### src/hw/rtl/smac_pkg.sv
package smac_pkg;

   // field widths of the stream words
   localparam int KIND_W   = 2;
   localparam int ADDR_W   = 15;
   localparam int LEN_W    = 6;
   localparam int STATUS_W = 2;

   // shadow geometry
   localparam int GRANULE_LOG2       = 3;
   localparam int GIDX_W             = ADDR_W - GRANULE_LOG2;
   localparam int END_W              = ADDR_W + 1;
   localparam int STOP_W             = END_W - GRANULE_LOG2;
   localparam int REDZONE_BYTES      = 32;
   localparam int SHADOW_ENTRIES_DEF = 4096;
   localparam int SIZE_W             = 4;
   localparam int CNT_W              = 3;

   localparam logic [7:0] POISON_BYTE = 8'hFF;
   localparam logic [7:0] CLEAN_BYTE  = 8'h00;

   // request kinds
   localparam logic [KIND_W-1:0] KIND_LOAD     = 2'd0;
   localparam logic [KIND_W-1:0] KIND_STORE    = 2'd1;
   localparam logic [KIND_W-1:0] KIND_POISON   = 2'd2;
   localparam logic [KIND_W-1:0] KIND_UNPOISON = 2'd3;

   // response status codes
   localparam logic [STATUS_W-1:0] ST_OK        = 2'd0;
   localparam logic [STATUS_W-1:0] ST_ILLEGAL   = 2'd1;
   localparam logic [STATUS_W-1:0] ST_MALFORMED = 2'd2;

   // decoded operations handed to the back end
   localparam logic [1:0] OP_CHECK = 2'd0;
   localparam logic [1:0] OP_RANGE = 2'd1;
   localparam logic [1:0] OP_BAD   = 2'd2;

   typedef struct packed {
      logic [1:0]        op;
      logic [GIDX_W-1:0] idx;        // first granule
      logic [2:0]        off;        // byte offset inside granule
      logic [SIZE_W-1:0] size;       // effective check size
      logic [7:0]        first_val;  // shadow value for first granule
      logic [7:0]        fill_val;   // shadow value for later granules
      logic [CNT_W-1:0]  count;      // granules after the first
   } cmd_type;

endpackage

### src/hw/rtl/smac_back.sv
module smac_back import smac_pkg::*; #(
   parameter int SHADOW_ENTRIES = SHADOW_ENTRIES_DEF
) (
   input  logic                              clock,
   input  logic                              reset,
   input  logic                              cmd_valid,
   output logic                              cmd_ready,
   input  cmd_type                           cmd,
   output logic                              clearing,
   output logic                              ram_wr_en,
   output logic [$clog2(SHADOW_ENTRIES)-1:0] ram_wr_addr,
   output logic [7:0]                        ram_wr_data,
   output logic                              ram_rd_en,
   output logic [$clog2(SHADOW_ENTRIES)-1:0] ram_rd_addr,
   input  logic [7:0]                        ram_rd_data,
   output logic                              rsp_valid,
   input  logic                              rsp_ready,
   output logic [STATUS_W-1:0]               rsp_status
);

   localparam int AW = $clog2(SHADOW_ENTRIES);
   localparam logic [AW-1:0] LAST_ENTRY = AW'(SHADOW_ENTRIES - 1);

   localparam logic [1:0] S_IDLE = 2'd0;
   localparam logic [1:0] S_READ = 2'd1;
   localparam logic [1:0] S_FILL = 2'd2;
   localparam logic [1:0] S_HOLD = 2'd3;

   logic [1:0]          state_ff, state_in;
   logic                clr_ff, clr_in;
   logic [AW-1:0]       clr_cnt_ff, clr_cnt_in;
   cmd_type             cur_ff, cur_in;
   logic [AW-1:0]       fill_addr_ff, fill_addr_in;
   logic [CNT_W-1:0]    left_ff, left_in;
   logic [STATUS_W-1:0] hold_st_ff, hold_st_in;
   logic                rsp_valid_ff, rsp_valid_in;
   logic [STATUS_W-1:0] rsp_status_ff, rsp_status_in;

   logic                out_free;
   logic                done;
   logic [STATUS_W-1:0] done_st;
   logic                wr_en;
   logic [AW-1:0]       wr_addr;
   logic [7:0]          wr_data;
   logic [4:0]          reach;
   logic                chk_fail;

   assign out_free  = !rsp_valid_ff || rsp_ready;
   assign cmd_ready = (state_ff == S_IDLE) && !clr_ff;
   assign clearing  = clr_ff;

   // shadow check on the word just read
   assign reach = {2'b00, cur_ff.off} + {1'b0, cur_ff.size};
   always_comb begin
      if (cur_ff.size == SIZE_W'(8)) begin
         chk_fail = (ram_rd_data != 8'd0);
      end else begin
         chk_fail = (ram_rd_data != 8'd0) &&
                    ($signed({4'b0000, reach}) > $signed({ram_rd_data[7], ram_rd_data}));
      end
   end

   // sequencer
   always_comb begin
      state_in     = state_ff;
      cur_in       = cur_ff;
      fill_addr_in = fill_addr_ff;
      left_in      = left_ff;
      hold_st_in   = hold_st_ff;
      done         = 1'b0;
      done_st      = ST_OK;
      wr_en        = 1'b0;
      wr_addr      = fill_addr_ff;
      wr_data      = cur_ff.fill_val;
      ram_rd_en    = 1'b0;
      ram_rd_addr  = AW'(cmd.idx);
      case (state_ff)
         S_IDLE: begin
            if (cmd_valid && !clr_ff) begin
               cur_in = cmd;
               case (cmd.op)
                  OP_CHECK: begin
                     ram_rd_en = 1'b1;
                     state_in  = S_READ;
                  end
                  OP_RANGE: begin
                     wr_en        = 1'b1;
                     wr_addr      = AW'(cmd.idx);
                     wr_data      = cmd.first_val;
                     fill_addr_in = AW'(cmd.idx) + AW'(1);
                     left_in      = cmd.count;
                     if (cmd.count == '0) begin
                        done = 1'b1;
                     end else begin
                        state_in = S_FILL;
                     end
                  end
                  default: begin
                     done    = 1'b1;
                     done_st = ST_MALFORMED;
                  end
               endcase
            end
         end
         S_READ: begin
            done    = 1'b1;
            done_st = chk_fail ? ST_ILLEGAL : ST_OK;
         end
         S_FILL: begin
            wr_en        = 1'b1;
            fill_addr_in = fill_addr_ff + AW'(1);
            left_in      = left_ff - CNT_W'(1);
            if (left_ff == CNT_W'(1)) begin
               done = 1'b1;
            end
         end
         S_HOLD: begin
            if (out_free) begin
               state_in = S_IDLE;
            end
         end
         default: begin
            state_in = S_IDLE;
         end
      endcase
      // hand the status to the output word, or park it
      if (done) begin
         if (out_free) begin
            state_in = S_IDLE;
         end else begin
            hold_st_in = done_st;
            state_in   = S_HOLD;
         end
      end
   end

   // output word
   always_comb begin
      rsp_valid_in  = rsp_valid_ff && !rsp_ready;
      rsp_status_in = rsp_status_ff;
      if (done && out_free) begin
         rsp_valid_in  = 1'b1;
         rsp_status_in = done_st;
      end else if (state_ff == S_HOLD && out_free) begin
         rsp_valid_in  = 1'b1;
         rsp_status_in = hold_st_ff;
      end
   end

   // clearing pass after reset
   always_comb begin
      clr_in     = clr_ff;
      clr_cnt_in = clr_cnt_ff;
      if (clr_ff) begin
         clr_cnt_in = clr_cnt_ff + AW'(1);
         if (clr_cnt_ff == LAST_ENTRY) begin
            clr_in = 1'b0;
         end
      end
   end

   assign ram_wr_en   = clr_ff || wr_en;
   assign ram_wr_addr = clr_ff ? clr_cnt_ff : wr_addr;
   assign ram_wr_data = clr_ff ? CLEAN_BYTE : wr_data;
   assign rsp_valid   = rsp_valid_ff;
   assign rsp_status  = rsp_status_ff;

   always_ff @(posedge clock) begin
      if (reset) begin
         state_ff     <= S_IDLE;
         clr_ff       <= 1'b1;
         clr_cnt_ff   <= '0;
         rsp_valid_ff <= 1'b0;
      end else begin
         state_ff     <= state_in;
         clr_ff       <= clr_in;
         clr_cnt_ff   <= clr_cnt_in;
         rsp_valid_ff <= rsp_valid_in;
      end
   end

   always_ff @(posedge clock) begin
      cur_ff        <= cur_in;
      fill_addr_ff  <= fill_addr_in;
      left_ff       <= left_in;
      hold_st_ff    <= hold_st_in;
      rsp_status_ff <= rsp_status_in;
   end

endmodule

### config.mk
export PLATFORM = sky130hd
export DESIGN_NAME = smac_back
export DESIGN_NICKNAME = d
export VERILOG_FILES = /design/src/hw/rtl/smac_pkg.sv /design/src/hw/rtl/smac_back.sv
export SDC_FILE = /design/constraint.sdc
export NUM_CORES = 1
export LEC_CHECK = 0
export BUFFER_PORTS_ARGS = -buffer_cell sky130_fd_sc_hd__buf_4
export CELL_PAD_IN_SITES_DETAIL_PLACEMENT = 1
export CELL_PAD_IN_SITES_GLOBAL_PLACEMENT = 2
export CORE_UTILIZATION = 34
export CTS_CLUSTER_SIZE = 14
export DETAILED_ROUTE_END_ITERATION = 10
export PLACE_DENSITY = 0.84
export SETUP_SLACK_MARGIN = 0.4
export SLEW_MARGIN = 10
export SYNTH_ARGS = -nofsm -noshare
export SYNTH_HDL_FRONTEND = slang
export SYNTH_SLANG_ARGS = --single-unit
### constraint.sdc
create_clock -name clock -period 5.8 [get_ports clock]
set_clock_uncertainty 0.2 [all_clocks]
set_input_delay 0.87 -clock clock [delete_from_list [all_inputs] [get_ports clock]]
set_output_delay 0.87 -clock clock [all_outputs]
set_load 0.03 [all_outputs]
Word-level counts from Yosys, hierarchy flattened
Index checks and enable logic that the tools add are counted.

Word-level logic and storage cells: 97. Bits in registers: 50. Output and inout port bits: 39.

Reduce and logical (&&, ||, !) cells: 23. Bitwise gates (word level): 1. Add/sub/neg operators: 5. Mux-type cells: 43. Eq/ne operators: 13. Order comparisons: 1.

Operators by type and width (count): 12-bit two-way mux (6); 12-bit by 1-bit adder with 12-bit output (second input constant) (3); 8-bit two-way mux (4); 12-bit one-hot mux with 2 select lines (1); 2-bit two-way mux (9); 1-bit two-way mux (14); 12-bit == test (second input constant) (1); 2-bit one-hot mux with 2 select lines (3); 6-bit by 8-bit > comparator with 1-bit output (1); 8-bit nonzero test (1); 1-bit logical AND (6); 3-bit two-way mux (2); 3-bit one-hot mux with 2 select lines (1); 3-bit by 4-bit adder with 5-bit output (1); 5-bit AND reduction (1); 2-bit by 1-bit == test with 1-bit output (second input constant) (2); 2-bit == test (second input constant) (2); 4-bit == test (second input constant) (1); 2-bit logical NOT (2); 2-bit by 1-bit != test with 1-bit output (second input constant) (2); 4-bit by 2-bit != test with 1-bit output (second input constant) (1); 4-bit != test (second input constant) (1); 1-bit one-hot mux with 2 select lines (2); 2-bit AND reduction (2); other kinds (13) (17).

Longest topological paths before layout
Depth after elaboration: 7. Gate-level depth with buffers: 12. Depth with buffers taken out: 10.

Least setup slack after synthesis
OpenSTA, ideal clock, no wires.

Kind: input port to output port. From: input cmd_valid. To: output ram_wr_addr[10]. Setup slack: 1.990 ns. Data arrival time: 2.740 ns. Cell stages on the path: 6. Required time: 4.730 ns. Cell sequence: nor2b_1 -> and2_1 -> nand2_1 -> buf_2 -> mux2i_1 -> o21ai_0.

Cells in the longest elaborated chain, start to end: 4.

RTL lines: from (decl) (line smac_back.sv:6) `input logic cmd_valid,`; 1-bit logical AND (line smac_back.sv:79) `if (cmd_valid && !clr_ff) begin`; 12-bit two-way mux (line smac_back.sv:79); 12-bit two-way mux (line smac_back.sv:77) `case (state_ff)`; 12-bit two-way mux (line smac_back.sv:163) `assign ram_wr_addr = clr_ff ? clr_cnt_ff : wr_addr;`; to (decl) (line smac_back.sv:11) `output logic [$clog2(SHADOW_ENTRIES)-1:0] ram_wr_addr,`.

Every way passes these cells.

Final worst setup path
From: input cmd_valid. To: output ram_wr_addr[4].

The elaborated chain is that of the path after synthesis.

==> impl_metrics.yaml <==
finish:
  n_fill_cell: 1049
  multi_input_area_mm2: 0.00156
  fin_nets: 458
  layout.area.seq_mm2: 0.00134
  layout_common_cells: "93 x buf_4, 40 x nand2_1, 34 x edfxtp_1"
  syn_to_final_growth_pct: 25.6
  layout_commonest_cell: "buf_4"
  layout-drive-gt1-share: 0.274
  n_antenna_cell: 0
  final_area_mm2: 0.00388
detailed_routing:
  wl_mm: 8.51
  dr.first_iter.drc_count: 71
  via_count: 2577
  antenna_left: 0
  via_per_inst: 5.13
  drc_errors: 0
  wl_per_cell_um: 16.9
  dr.pass1.iters: 4
clock_tree:
  cts_hold_buffers: 0
  clockBufferDepth: 2
  root_buffer: "clkbuf_8"
  numClockSinks: 50
  numCtsBuffers: 5
  cts_max_level: 2
  cts_tree: "yes"
  clk_pin_slew_ps: 90
  post_cts_buffers: 0
  cts_resized: 0
  clock_latency_ps: 300
sta:
  fin_crit_sh: 0.787
  setup_viol: 0
  tns_ps: 0
  layout_min_cycle_time_ps: 4560
  maxSlewHeadroom: 0.252
  fmax_mhz: 219
  rsz0062_at_grt: "no"
  tightest_slew_ps: 1120
  finalHoldViolCount: 0
  drv_slew: 0
synthesis:
  seq_area_frac_synth: 0.434
  syn_area_per_cell_um2: 9.75
  synth_edf_count: 34
  synth_warnings: 0
  netlist_instances: 317
  yosys_register_bits: 50
  yosysUniqueCellTypes: 48
  synthArstFlopShare: 0
  synth-main-ff-cell: "edfxtp_1"
  syn_nets: 382
  syn-cell-area_mm2: 0.00309
global_route:
  antenna_found_initial: 0
  grt_pass1_vias: 2667
  grt_use_total: 0.179
  grt_overflow: 0
  grt_pass1_wl_mm: 13.7
  grt_max_degree: 42
outcome:
  outcome: "completed"
placed_design:
  dp_hpwl_mm: 6.63
  placed_cell_area_mm2: 0.00377
  io_buffers: 90
  routabilityCongestion: 0.765
pwr:
  ir_worst_vdd_uv: 133
  power_density_mw_per_mm2: 185
  total_leakage_power_nw: 1.70
critical_path:
  r2r-start: "state_ff[0]"
  reg2reg_slack_ps: 2750
  crit_path_end_kind: "primary output"
  path_class: "in2out"
  worstPathMaxFanout: 20
  cp.arrival_ps: 3490
  reg2reg_to: "fill_addr_ff[10]"
  cp.required_ps: 4730
  start_kind: "input port"
  r2r_cells: 8
hold_path:
  min_path_type: "reg2reg"
  holdPathEnd: "clr_cnt_ff[8]"
  worstHoldStart: "clr_cnt_ff[8]"
  worstHoldPathCells: 2
die:
  die_y_um: 97.3
  dieArea_mm2: 0.00947
  die_w_um: 97.3
  num_io_pins: 91
  core.rowCount: 34
  initial_core_util: 0.353
  coreArea_mm2: 0.00876
run:
  maxCapViolCount: 0
cells by family after synthesis:
| logic type | share of synthesized area |
|---|---|
| DFF | 0.434 |
| and+or+nand+nor | 0.180 |
| xor gates and xnor gates | 0.0680 |
| buffers and inverters | 0.0620 |
| adders and majority gates | 0.0551 |
| muxes | 0.0980 |
| AOI/OAI and AO/OA | 0.102 |
synth_stat cells, drive strengths merged, types with 2 or more instances:
cell,number,area [um^2]
nand2,40,150
edfxtp,34,1020
nor2,31,116
mux2i,28,280
o21ai,21,105
buf,18,131
dfxtp,16,320
xor2,13,114
ha,12,150
a21oi,11,55.1
xnor2,11,96.3
inv,10,37.5
nand3,7,35.0
nor2b,7,43.8
and3,6,37.5
clkbuf,6,22.5
nand4,5,31.3
a31oi,4,25.0
a21o,3,22.5
nand2b,3,26.3
nor3,3,15.0
a211oi,2,20.0
mux2,2,22.5
nor3b,2,15.0
nor4,2,12.5
nor4b,2,17.5
o31ai,2,15.0
or2,2,12.5
worst max path at each step:
| stage | from | endpoint | slack, ps | depth (start not counted) |
|---|---|---|---|---|
| floorplan | cmd_valid | ram_wr_addr[10] | 1990 | 6 |
| global placement | cmd_valid | ram_wr_addr[8] | 1370 | 7 |
| detailed placement | cmd_valid | ram_wr_addr[7] | 1200 | 7 |
| CTS | cmd_valid | ram_wr_addr[7] | 1210 | 7 |
| global route | cmd_valid | ram_wr_addr[4] | 920 | 7 |
| finish | cmd_valid | ram_wr_addr[4] | 1240 | 7 |
critical path, stage by stage:
cell	delay, ps
buf_4	80
nor2b_1	260
and2_1	660
nand2_1	870
mux2i_1	290
o21ai_0	250
buf_4	210
metal layers:
metal	vias up	routed length (um)	track usage
li1	1271	-	-
met1	1229	4020	0.240
met2	75	4030	0.306
met3	2	432	0.0309
met4	0	25	0.0305
met5	-	0	0
report_power, final:
part           internal [mW]  switching [mW]  total [mW]
registers              0.381         0.00261       0.384
clock network          0.129           0.121       0.250
logic                 0.0421          0.0431      0.0852
total                  0.552           0.166       0.719
flip-flops by register name, summed over array words and instances (netlist names):
register and cells:
rsp_valid 1, clearing 1, cur_ff 15, state_ff 2, rsp_status 2, left_ff 3, clr_cnt_ff 12, hold_st_ff 2
fill_addr_ff 12
final cells by class:
type | instances | area share
Multi-Input combinational cell | 233 | 0.401
Sequential cell | 50 | 0.346
Timing Repair Buffer | 93 | 0.180
Tap cell | 108 | 0.0348
Clock buffer | 6 | 0.0187
Clock inverter | 2 | 0.00968
Inverter | 10 | 0.00968
metrics by stage:
stage | worst slack [ps] | total power [mW] | hold slack (ps) | utilization | std cells
3_5_place_dp | 1200 | 0.478 | 343 | 0.430 | 494
6_report | 1240 | 0.719 | 359 | 0.443 | 502
3_3_place_gp | 1370 | 0.476 | 320 | 0.430 | 494
4_1_cts | 1210 | 0.726 | 365 | 0.443 | 502
5_1_grt | 916 | 0.741 | 379 | 0.443 | 502
2_1_floorplan | 1990 | 0.433 | 278 | - | 317
Power figures use the tool's default switching activity.
